**config.mk**
```make
export PLATFORM = sky130hd
export DESIGN_NAME = bitmap_block_allocator_flat
export DESIGN_NICKNAME = d
export VERILOG_FILES = /design/src/bba_pkg.sv /design/src/bba_req_if.sv /design/src/bba_rsp_if.sv /design/src/bitmap_block_allocator.sv /design/src/bba_alu.sv /design/src/bba_map.sv /design/src/flat_wrapper.sv
export SDC_FILE = /design/constraint.sdc
export NUM_CORES = 1
export LEC_CHECK = 0
export BUFFER_PORTS_ARGS = -buffer_cell sky130_fd_sc_hd__buf_2
export CORE_UTILIZATION = 50
export DETAILED_ROUTE_END_ITERATION = 16
export PLACE_DENSITY_LB_ADDON = 0.08
export SLEW_MARGIN = 5
export SYNTH_ARGS = -nofsm -noshare
export SYNTH_HDL_FRONTEND = slang
export SYNTH_SLANG_ARGS = --single-unit
```
**constraint.sdc**
```tcl
create_clock -name clock -period 7.2 [get_ports clock]
set_input_delay 0.72 -clock clock [delete_from_list [all_inputs] [get_ports clock]]
set_output_delay 0.72 -clock clock [all_outputs]
set_load 0.02 [all_outputs]
```
**src/bba_pkg.sv**
```systemverilog
// Shared types and codes of the bitmap block allocator.
package bba_pkg;

   // Request opcodes.
   localparam logic [1:0] OP_ALLOC = 2'd0;
   localparam logic [1:0] OP_FREE  = 2'd1;
   localparam logic [1:0] OP_CLEAR = 2'd2;

   // Result status codes.
   localparam logic [1:0] STATUS_DONE      = 2'd0;
   localparam logic [1:0] STATUS_EXHAUSTED = 2'd1;
   localparam logic [1:0] STATUS_INVALID   = 2'd2;

   // Width of one bitmap word and of its bit index.
   localparam int WORD_BITS = 32;
   localparam int BIT_W     = 5;

   // Sequencer states.
   typedef enum logic [3:0] {
      ST_IDLE,
      ST_SCAN,
      ST_MUL,
      ST_ADD,
      ST_OFFSET,
      ST_RANGE,
      ST_ALIGN,
      ST_FREE,
      ST_DONE
   } state_type;

   // Write controls from the sequencer to the bitmap store.
   typedef struct packed {
      logic clear_all;
      logic set_bit;
      logic clear_bit;
   } map_ctrl_type;

endpackage

```
**src/bba_req_if.sv**
```systemverilog
// Request channel: opcode and the address of a block to free.
interface bba_req_if;
   logic        valid;
   logic        ready;
   logic [1:0]  opcode;
   logic [31:0] free_address;

   modport source (output valid, output opcode, output free_address, input ready);
   modport sink   (input valid, input opcode, input free_address, output ready);
endinterface

```
**src/bba_rsp_if.sv**
```systemverilog
// Result channel: status, block index and block address.
interface bba_rsp_if;
   logic        valid;
   logic        ready;
   logic [1:0]  status;
   logic [4:0]  block_index;
   logic [31:0] block_address;

   modport source (output valid, output status, output block_index, output block_address,
                   input ready);
   modport sink   (input valid, input status, input block_index, input block_address,
                   output ready);
endinterface

```
**src/bitmap_block_allocator.sv**
```systemverilog
// Top level of the bitmap block allocator: sequencer, registers and output stage.
// Steps after acceptance: allocate scans the bitmap words, then forms and adds the block
// offset; free takes the offset, checks its range, aligns and frees the block.
// One item at a time: req ready only when idle, so the next item can be taken in the cycle
// after the result is registered, later while rsp ready is held low.
// Synchronous reset empties the bitmap, sets pool_base to zero and drops rsp valid.
module bitmap_block_allocator #(
   parameter int BLOCK_COUNT = 32,
   parameter int BLOCK_BYTES = 512
) (
   input  logic        clock,
   input  logic        reset,
   bba_req_if.sink     req_chan,
   bba_rsp_if.source   rsp_chan,
   input  logic        csr_write_en,
   input  logic [31:0] csr_write_data
);
   import bba_pkg::*;

   localparam int IDX_W       = $clog2(BLOCK_COUNT);
   localparam int MAP_WORDS   = (BLOCK_COUNT + WORD_BITS - 1) / WORD_BITS;
   localparam int WORD_W      = (MAP_WORDS > 1) ? $clog2(MAP_WORDS) : 1;
   localparam int POOL_SIZE   = BLOCK_COUNT * BLOCK_BYTES;
   localparam int OFS_W       = $clog2(POOL_SIZE);
   localparam int RECIP_SHIFT = OFS_W + $clog2(BLOCK_BYTES);
   localparam int PROD_W      = 2 * OFS_W + 1;
   localparam longint RECIP   = ((longint'(1) << RECIP_SHIFT) + longint'(BLOCK_BYTES) - 1)
                                / longint'(BLOCK_BYTES);
   localparam logic [WORD_W-1:0] LAST_WORD = WORD_W'(MAP_WORDS - 1);

   state_type            state_ff, state_in;
   logic [31:0]          base_ff, base_in;
   logic [31:0]          addr_ff, addr_in;
   logic [31:0]          work_ff, work_in;
   logic [IDX_W-1:0]     idx_ff, idx_in;
   logic [WORD_W-1:0]    word_ff, word_in;
   logic [1:0]           res_status_ff, res_status_in;
   logic [4:0]           res_index_ff, res_index_in;
   logic [31:0]          res_address_ff, res_address_in;
   logic                 out_valid_ff, out_valid_in;
   logic [1:0]           out_status_ff, out_status_in;
   logic [4:0]           out_index_ff, out_index_in;
   logic [31:0]          out_address_ff, out_address_in;

   logic                 accept;
   logic                 out_free;
   logic [31:0]          alu_a, alu_b, alu_result;
   logic                 alu_sub, alu_carry;
   map_ctrl_type         map_ctrl;
   logic [IDX_W-1:0]     map_index;
   logic                 has_free;
   logic [4:0]           free_bit;
   logic [IDX_W-1:0]     scan_idx;
   logic [PROD_W-1:0]    quot_prod;
   logic [IDX_W-1:0]     quotient;
   logic [31:0]          block_offset;

   assign req_chan.ready = (state_ff == ST_IDLE);
   assign accept         = req_chan.valid && req_chan.ready;
   assign out_free       = !out_valid_ff || rsp_chan.ready;
   assign scan_idx       = IDX_W'({word_ff, free_bit});

   // Block index of an in-range offset by multiplication with the rounded-up reciprocal.
   assign quot_prod = PROD_W'(work_ff[OFS_W-1:0]) * PROD_W'(RECIP);
   assign quotient  = IDX_W'(quot_prod >> RECIP_SHIFT);

   // Byte offset of the block that idx_ff names.
   assign block_offset = 32'(idx_ff) * 32'(BLOCK_BYTES);

   bba_alu u_alu (
      .operand_a (alu_a),
      .operand_b (alu_b),
      .subtract  (alu_sub),
      .result    (alu_result),
      .carry     (alu_carry)
   );

   bba_map #(
      .BLOCK_COUNT (BLOCK_COUNT),
      .MAP_WORDS   (MAP_WORDS),
      .WORD_W      (WORD_W),
      .IDX_W       (IDX_W)
   ) u_map (
      .clock    (clock),
      .reset    (reset),
      .rd_word  (word_ff),
      .ctrl     (map_ctrl),
      .wr_index (map_index),
      .has_free (has_free),
      .free_bit (free_bit)
   );

   // Next state of the sequencer.
   always_comb begin
      state_in = state_ff;
      case (state_ff)
         ST_IDLE: begin
            if (accept) begin
               case (req_chan.opcode)
                  OP_ALLOC: state_in = ST_SCAN;
                  OP_FREE:  state_in = (req_chan.free_address == 32'd0) ? ST_DONE : ST_OFFSET;
                  default:  state_in = ST_DONE;
               endcase
            end
         end
         ST_SCAN: begin
            if (has_free) begin
               state_in = ST_MUL;
            end else if (word_ff == LAST_WORD) begin
               state_in = ST_DONE;
            end
         end
         ST_MUL:    state_in = ST_ADD;
         ST_ADD:    state_in = ST_DONE;
         ST_OFFSET: state_in = ST_RANGE;
         ST_RANGE:  state_in = alu_carry ? ST_DONE : ST_ALIGN;
         ST_ALIGN:  state_in = ST_FREE;
         ST_FREE:   state_in = ST_DONE;
         ST_DONE: begin
            if (out_free) begin
               state_in = ST_IDLE;
            end
         end
         default:   state_in = ST_IDLE;
      endcase
   end

   // Datapath controls and register updates for each state.
   always_comb begin
      base_in        = csr_write_en ? csr_write_data : base_ff;
      addr_in        = addr_ff;
      work_in        = work_ff;
      idx_in         = idx_ff;
      word_in        = word_ff;
      res_status_in  = res_status_ff;
      res_index_in   = res_index_ff;
      res_address_in = res_address_ff;
      alu_a          = work_ff;
      alu_b          = base_ff;
      alu_sub        = 1'b1;
      map_ctrl       = '0;
      map_index      = idx_ff;
      out_status_in  = out_status_ff;
      out_index_in   = out_index_ff;
      out_address_in = out_address_ff;
      out_valid_in   = out_valid_ff && !rsp_chan.ready;

      case (state_ff)
         ST_IDLE: begin
            if (accept) begin
               addr_in        = req_chan.free_address;
               word_in        = '0;
               res_index_in   = '0;
               res_address_in = '0;
               res_status_in  = STATUS_INVALID;
               if (req_chan.opcode == OP_CLEAR) begin
                  map_ctrl.clear_all = 1'b1;
                  res_status_in      = STATUS_DONE;
               end
            end
         end
         // One bitmap word examined per cycle.
         ST_SCAN: begin
            if (has_free) begin
               map_ctrl.set_bit = 1'b1;
               map_index        = scan_idx;
               idx_in           = scan_idx;
            end else if (word_ff == LAST_WORD) begin
               res_status_in  = STATUS_EXHAUSTED;
               res_index_in   = '0;
               res_address_in = '0;
            end else begin
               word_in = WORD_W'(word_ff + 1'b1);
            end
         end
         ST_MUL: begin
            work_in = block_offset;
         end
         ST_ADD: begin
            alu_a          = base_ff;
            alu_b          = work_ff;
            alu_sub        = 1'b0;
            res_status_in  = STATUS_DONE;
            res_index_in   = idx_ff[4:0];
            res_address_in = alu_result;
         end
         // Offset of the address from the pool base, modulo the address space.
         ST_OFFSET: begin
            alu_a   = addr_ff;
            alu_b   = base_ff;
            work_in = alu_result;
         end
         ST_RANGE: begin
            alu_a = work_ff;
            alu_b = 32'(POOL_SIZE);
            if (alu_carry) begin
               res_status_in  = STATUS_INVALID;
               res_index_in   = '0;
               res_address_in = '0;
            end else begin
               idx_in = quotient;
            end
         end
         // Start of the block that the quotient names, to test the offset against.
         ST_ALIGN: begin
            addr_in = block_offset;
         end
         // An offset past the block start means the address is not on a block boundary.
         ST_FREE: begin
            alu_a          = work_ff;
            alu_b          = addr_ff;
            res_index_in   = '0;
            res_address_in = '0;
            if (alu_result != 32'd0) begin
               res_status_in = STATUS_INVALID;
            end else begin
               map_ctrl.clear_bit = 1'b1;
               map_index          = idx_ff;
               res_status_in      = STATUS_DONE;
               res_index_in       = idx_ff[4:0];
            end
         end
         ST_DONE: begin
            if (out_free) begin
               out_valid_in   = 1'b1;
               out_status_in  = res_status_ff;
               out_index_in   = res_index_ff;
               out_address_in = res_address_ff;
            end
         end
         default: begin
         end
      endcase
   end

   // Control registers.
   always_ff @(posedge clock) begin
      if (reset) begin
         state_ff     <= ST_IDLE;
         base_ff      <= '0;
         out_valid_ff <= 1'b0;
      end else begin
         state_ff     <= state_in;
         base_ff      <= base_in;
         out_valid_ff <= out_valid_in;
      end
   end

   // Payload registers.
   always_ff @(posedge clock) begin
      addr_ff        <= addr_in;
      work_ff        <= work_in;
      idx_ff         <= idx_in;
      word_ff        <= word_in;
      res_status_ff  <= res_status_in;
      res_index_ff   <= res_index_in;
      res_address_ff <= res_address_in;
      out_status_ff  <= out_status_in;
      out_index_ff   <= out_index_in;
      out_address_ff <= out_address_in;
   end

   assign rsp_chan.valid         = out_valid_ff;
   assign rsp_chan.status        = out_status_ff;
   assign rsp_chan.block_index   = out_index_ff;
   assign rsp_chan.block_address = out_address_ff;
endmodule

```
**src/bba_alu.sv**
```systemverilog
// Shared 32-bit add and subtract unit used by the add, offset, range and free steps of the sequencer.
module bba_alu (
   input  logic [31:0] operand_a,
   input  logic [31:0] operand_b,
   input  logic        subtract,
   output logic [31:0] result,
   output logic        carry
);
   import bba_pkg::*;

   logic [32:0] sum;

   // On a subtraction the carry is set when operand_a is not below operand_b.
   assign sum    = {1'b0, operand_a} + (subtract ? {1'b0, ~operand_b} : {1'b0, operand_b})
                   + {32'd0, subtract};
   assign result = sum[31:0];
   assign carry  = sum[32];
endmodule

```
**src/bba_map.sv**
```systemverilog
// In-use bitmap store with a lowest-free-bit search over one word.
module bba_map #(
   parameter int BLOCK_COUNT = 32,
   parameter int MAP_WORDS   = 1,
   parameter int WORD_W      = 1,
   parameter int IDX_W       = 5
) (
   input  logic                  clock,
   input  logic                  reset,
   input  logic [WORD_W-1:0]     rd_word,
   input  bba_pkg::map_ctrl_type ctrl,
   input  logic [IDX_W-1:0]      wr_index,
   output logic                  has_free,
   output logic [4:0]            free_bit
);
   import bba_pkg::*;

   logic [WORD_BITS-1:0] words_ff [MAP_WORDS];
   logic [WORD_BITS-1:0] valid_mask;
   logic [WORD_BITS-1:0] masked;
   logic [WORD_W-1:0]    wr_word;
   logic [BIT_W-1:0]     wr_bit;

   assign wr_word = WORD_W'(wr_index >> BIT_W);
   assign wr_bit  = wr_index[BIT_W-1:0];

   // Bitmap words: cleared by reset or clear all, otherwise one bit set or cleared.
   always_ff @(posedge clock) begin
      if (reset || ctrl.clear_all) begin
         for (int w = 0; w < MAP_WORDS; w++) begin
            words_ff[w] <= '0;
         end
      end else if (ctrl.set_bit) begin
         words_ff[wr_word][wr_bit] <= 1'b1;
      end else if (ctrl.clear_bit) begin
         words_ff[wr_word][wr_bit] <= 1'b0;
      end
   end

   // Bits past the end of the pool count as in use.
   always_comb begin
      for (int b = 0; b < WORD_BITS; b++) begin
         valid_mask[b] = ((int'(rd_word) * WORD_BITS + b) < BLOCK_COUNT);
      end
   end

   assign masked   = words_ff[rd_word] | ~valid_mask;
   assign has_free = ~&masked;

   // Priority encoder for the lowest clear bit.
   always_comb begin
      free_bit = '0;
      for (int b = WORD_BITS - 1; b >= 0; b--) begin
         if (!masked[b]) begin
            free_bit = BIT_W'(b);
         end
      end
   end
endmodule
```
**src/flat_wrapper.sv**
```systemverilog
// flat-port wrapper written by rule: the top's interface ports become plain ports
module bitmap_block_allocator_flat import bba_pkg::*;
#(
   parameter int BLOCK_COUNT = 32,
   parameter int BLOCK_BYTES = 512
)
  (clock, reset, csr_write_en, csr_write_data, req_chan_valid, req_chan_opcode, req_chan_free_address, req_chan_ready, rsp_chan_valid, rsp_chan_status, rsp_chan_block_index, rsp_chan_block_address, rsp_chan_ready);
  bba_req_if req_chan_i ();
  bba_rsp_if rsp_chan_i ();
  input  logic clock;
  input  logic reset;
  input  logic csr_write_en;
  input  logic [31:0] csr_write_data;
  input wire logic [$bits(req_chan_i.valid)-1:0] req_chan_valid;
  input wire logic [$bits(req_chan_i.opcode)-1:0] req_chan_opcode;
  input wire logic [$bits(req_chan_i.free_address)-1:0] req_chan_free_address;
  output wire logic [$bits(req_chan_i.ready)-1:0] req_chan_ready;
  output wire logic [$bits(rsp_chan_i.valid)-1:0] rsp_chan_valid;
  output wire logic [$bits(rsp_chan_i.status)-1:0] rsp_chan_status;
  output wire logic [$bits(rsp_chan_i.block_index)-1:0] rsp_chan_block_index;
  output wire logic [$bits(rsp_chan_i.block_address)-1:0] rsp_chan_block_address;
  input wire logic [$bits(rsp_chan_i.ready)-1:0] rsp_chan_ready;
  assign req_chan_i.valid = req_chan_valid;
  assign req_chan_i.opcode = req_chan_opcode;
  assign req_chan_i.free_address = req_chan_free_address;
  assign req_chan_ready = req_chan_i.ready;
  assign rsp_chan_valid = rsp_chan_i.valid;
  assign rsp_chan_status = rsp_chan_i.status;
  assign rsp_chan_block_index = rsp_chan_i.block_index;
  assign rsp_chan_block_address = rsp_chan_i.block_address;
  assign rsp_chan_i.ready = rsp_chan_ready;
  bitmap_block_allocator #(.BLOCK_COUNT(BLOCK_COUNT), .BLOCK_BYTES(BLOCK_BYTES)) u_core (.clock(clock), .reset(reset), .req_chan(req_chan_i), .rsp_chan(rsp_chan_i), .csr_write_en(csr_write_en), .csr_write_data(csr_write_data));
endmodule
```
==> flow_metrics.py <==
metrics = {
    "run_status": {
        "status": "complete, no violations",
    },
    "yosys": {
        "synth_seq_cells": 216,
        "synth_edf_count": 179,
        "yosysMostFrequentCell": "edfxtp_1",
        "yosysTopAreaCell": "edfxtp_1",
        "syn_inst": 1168,
        "ys.flop_type": "edfxtp_1",
        "synth_common_cells": "edfxtp_1 (179), nor2_1 (155), nand2_1 (140)",
        "syn_area_sq_um": 11800,
        "synth_nets": 1271,
        "netlist_top_cells_area": "edfxtp_1 (46%), dfxtp_1 (6.3%), nor2_1 (4.9%)",
        "post-synth-top-area-fraction_pct": 45.6,
        "async_flop_share_pct": 0,
        "ys_seq_area_share_pct": 51.9,
        "yosysWarnings": 0,
        "synth_cell_type_count": 78,
        "synth_area_per_cell_sq_um": 10.1,
    },
    "die": {
        "rows": 55,
        "start_util_pct": 51.6,
        "die_y_um": 156,
        "die_width_um": 156,
        "coreArea_sq_um": 22800,
        "dieArea_sq_um": 24200,
        "ios": 112,
    },
    "placement": {
        "routabilityCongestion": 0.977,
        "io_buffers": 111,
        "post_dp_cell_area_sq_um": 12600,
        "dp_hpwl_um": 25600,
    },
    "grt": {
        "grt_pass1_wl_um": 52600,
        "grt.total_usage_pct": 28.7,
        "busiest_layer": "met1",
        "met2_usage_pct": 40.5,
        "grt_pass1_vias": 8899,
        "met3_usage_pct": 5.68,
        "overflow": 0,
        "antenna_found_initial": 0,
        "grt_max_degree": 40,
        "met1_usage_pct": 44.7,
    },
    "setup_path": {
        "worst_ep_required_time_ns": 7.41,
        "crit_path_start_kind": "flip-flop",
        "cp-end-kind": "flip-flop",
        "arrival_ns": 6.33,
        "cp_top_family": "compound AO/OA/AOI/OAI gates",
        "crit_chain": "nor4b_4 > buf_4 > nor2_2 > buf_4 > a21oi_1 > a21oi_1 > fa_1 > a211oi_1 > o21ai_1 > a221oi_1 > o21ai_1 > a31o_2 > xnor2_1 > nand4b_1 > nor4b_4 > nand4_4 > a21oi_1",
        "cp.buffers_inverters": 2,
        "crit_fanout": 33,
        "critPathMaxStageDelay_ns": 0.82,
        "crit_slowest_cell": "dfxtp_1",
        "cp_common_cell": "a21oi_1",
        "critical_path_class": "flip-flop to flip-flop",
    },
    "timing": {
        "timing.final.crit_period_ns": 6.12,
        "slew_headroom_pct": 29.0,
        "tns_ns": 0,
        "hold_viol": 0,
        "timing.final.crit_share_pct": 84.9,
        "slew_viol_final": 0,
        "rsz0062_at_grt": "no",
        "fmax_mhz": 163,
        "fin_skew_ns": 0.0139,
        "setup_violations": 0,
        "worst_slew_pin_slew_ns": 1.06,
    },
    "route": {
        "final_antenna_net_count": 0,
        "viasPerCell": 6.18,
        "detail_route.wl_per_cell_um": 21.9,
        "finalWirelength_um": 34500,
        "drt_iter0_drc": 1023,
        "dr.pass1.iters": 7,
        "drc": 0,
        "vias": 9750,
    },
    "min_path": {
        "hold_path_class": "flip-flop to flip-flop",
    },
    "power": {
        "p_comb_share_pct": 20.0,
        "power.share.sequential_pct": 45.1,
        "ir_drop_mv": 0.170,
        "p_sw_share_pct": 29.4,
        "netSwitchingPower_mw": 1.01,
        "cellPowerDensity_nw_per_um2": 256,
        "intPower_mw": 2.41,
        "p_leak_nw": 5.09,
        "pwr-share-clk_pct": 35.0,
    },
    "cts": {
        "cts_resized": 0,
        "numCtsBuffers": 23,
        "ctsHoldBuffers": 0,
        "post-cts-setup-buffers": 0,
        "cts_tree": "done",
        "clk_latency_ns": 0.52,
        "cts_buffer_depth": 3,
        "clk_pin_slew_ns": 0.06,
        "cts-root-buf": "clkbuf_16",
        "htree_levels": 1,
        "cts.sinks": 216,
    },
    "flow_run": {
        "drv_cap": 0,
    },
    "final_layout": {
        "design_area_sq_um": 13300,
        "syn_to_final_growth_pct": 13.2,
        "drive_above_1_share_pct": 15.3,
        "final_nets": 1353,
        "n_antenna_cell": 0,
    },
}
==> layout by cell type (no fill, tap or decap), drive strengths merged, types with 4 or more instances in the layout <==
| master | n |
|---|---|
| a21oi | 93 |
| or3 | 8 |
| a31oi | 7 |
| xor2 | 13 |
| xnor2 | 10 |
| nand3 | 20 |
| o21a | 7 |
| nand2 | 140 |
| mux2i | 36 |
| dfxtp | 37 |
| inv | 19 |
| a211oi | 11 |
| a22oi | 36 |
| clkinv | 6 |
| nand4 | 17 |
| buf | 124 |
| clkbuf | 30 |
| a21o | 15 |
| and2 | 4 |
| nor2b | 31 |
| a31o | 4 |
| and3 | 8 |
| o21bai | 5 |
| o21ai | 63 |
| a21boi | 10 |
| edfxtp | 179 |
| a221oi | 35 |
| o211ai | 10 |
| ha | 31 |
| nor3 | 13 |
| nor4 | 15 |
| mux2 | 7 |
| nand2b | 12 |
| nor2 | 156 |
==> power groups by stage <==
stage | sequential, mW | combinational, mW | clock [mW]
final | 1.54 | 0.684 | 1.20
after global routing | 1.55 | 0.739 | 1.26
after CTS | 1.54 | 0.667 | 1.22
after detailed placement | 1.57 | 0.664 | 0
after global placement | 1.56 | 0.667 | 0
after floorplan | 1.55 | 0.441 | 0
==> worst reg2reg max path, stage by stage (launching register included) <==
cell and delay (ns):
dfxtp_1 0.82, nor4b_4 0.32, buf_4 0.39, nor2_2 0.05, buf_4 0.26, a21oi_1 0.23, a21oi_1 0.11, fa_1 0.45
a211oi_1 0.32, o21ai_1 0.15, a221oi_1 0.42, o21ai_1 0.23, a31o_2 0.25, xnor2_1 0.44, nand4b_1 0.23, nor4b_4 0.51
nand4_4 0.35, a21oi_1 0.29
==> registers in the layout (all words and copies together), names as in the netlist <==
signal                         cells
u_core.rsp_chan.block_index        5
u_core.state_ff                    4
u_core.addr_ff                    32
u_core.rsp_chan.status             2
u_core.u_map.words_ff             32
u_core.res_index_ff                5
u_core.rsp_chan.block_address     32
u_core.idx_ff                      5
u_core.rsp_chan.valid              1
u_core.res_address_ff             32
u_core.work_ff                    32
u_core.base_ff                    32
u_core.res_status_ff               2
==> final cells by class <==
cell class,count,area (sq um)
inverter,19,71.3
timing repair buffer,124,653
fill,2032,9500
clock inverter,9,126
tap,313,392
sequential,216,6120
clock buffer,30,622
multi-input combinational,866,5360
==> metal layers <==
metal  vias up  share of wire [%]
met1      4634                 47
met5         -                  0
li1       4542                  -
met2       520                 41
met4         0                2.3
met3        54                9.7
==> final timing paths <==
kind                                  start                           endpoint  slack [ns]  cells past startpoint
hold reg to reg   u_core.res_address_ff[16]  u_core.rsp_chan.block_address[16]        0.42                      0
setup / recovery         u_core.state_ff[2]       u_core.u_map.words_ff[0][17]        1.08                     17
hold / removal    u_core.res_address_ff[16]  u_core.rsp_chan.block_address[16]        0.42                      0
setup reg to reg         u_core.state_ff[2]       u_core.u_map.words_ff[0][17]        1.08                     17
==> per-stage QoR <==
step           utilization, %  setup slack (ns)  hold slack (ns)  std cells  power, mW
6_report                 58.4              1.08            0.416       1577       3.42
5_1_grt                  58.4             0.759            0.423       1577       3.55
4_1_cts                  58.4              1.16            0.418       1577       3.42
3_5_place_dp             55.1              1.18            0.405       1538       2.23
3_3_place_gp             55.1              1.23            0.400       1538       2.23
2_1_floorplan               -              2.12            0.400       1168       1.99
==> logic make-up (layout without fill, tap and decap cells) <==
kind of cell,after synthesis,after routing,share of synthesized area (%)
AO/OA/AOI/OAI,324,324,18.2
XOR/XNOR,23,23,1.71
adder cells (fa/ha/maj),32,32,3.46
buffers and inverters,86,182,3.00
flip-flops,216,216,51.9
multiplexers,43,43,3.73
AND/OR/NAND/NOR,444,444,18.0
Power figures use the tool's default switching activity.
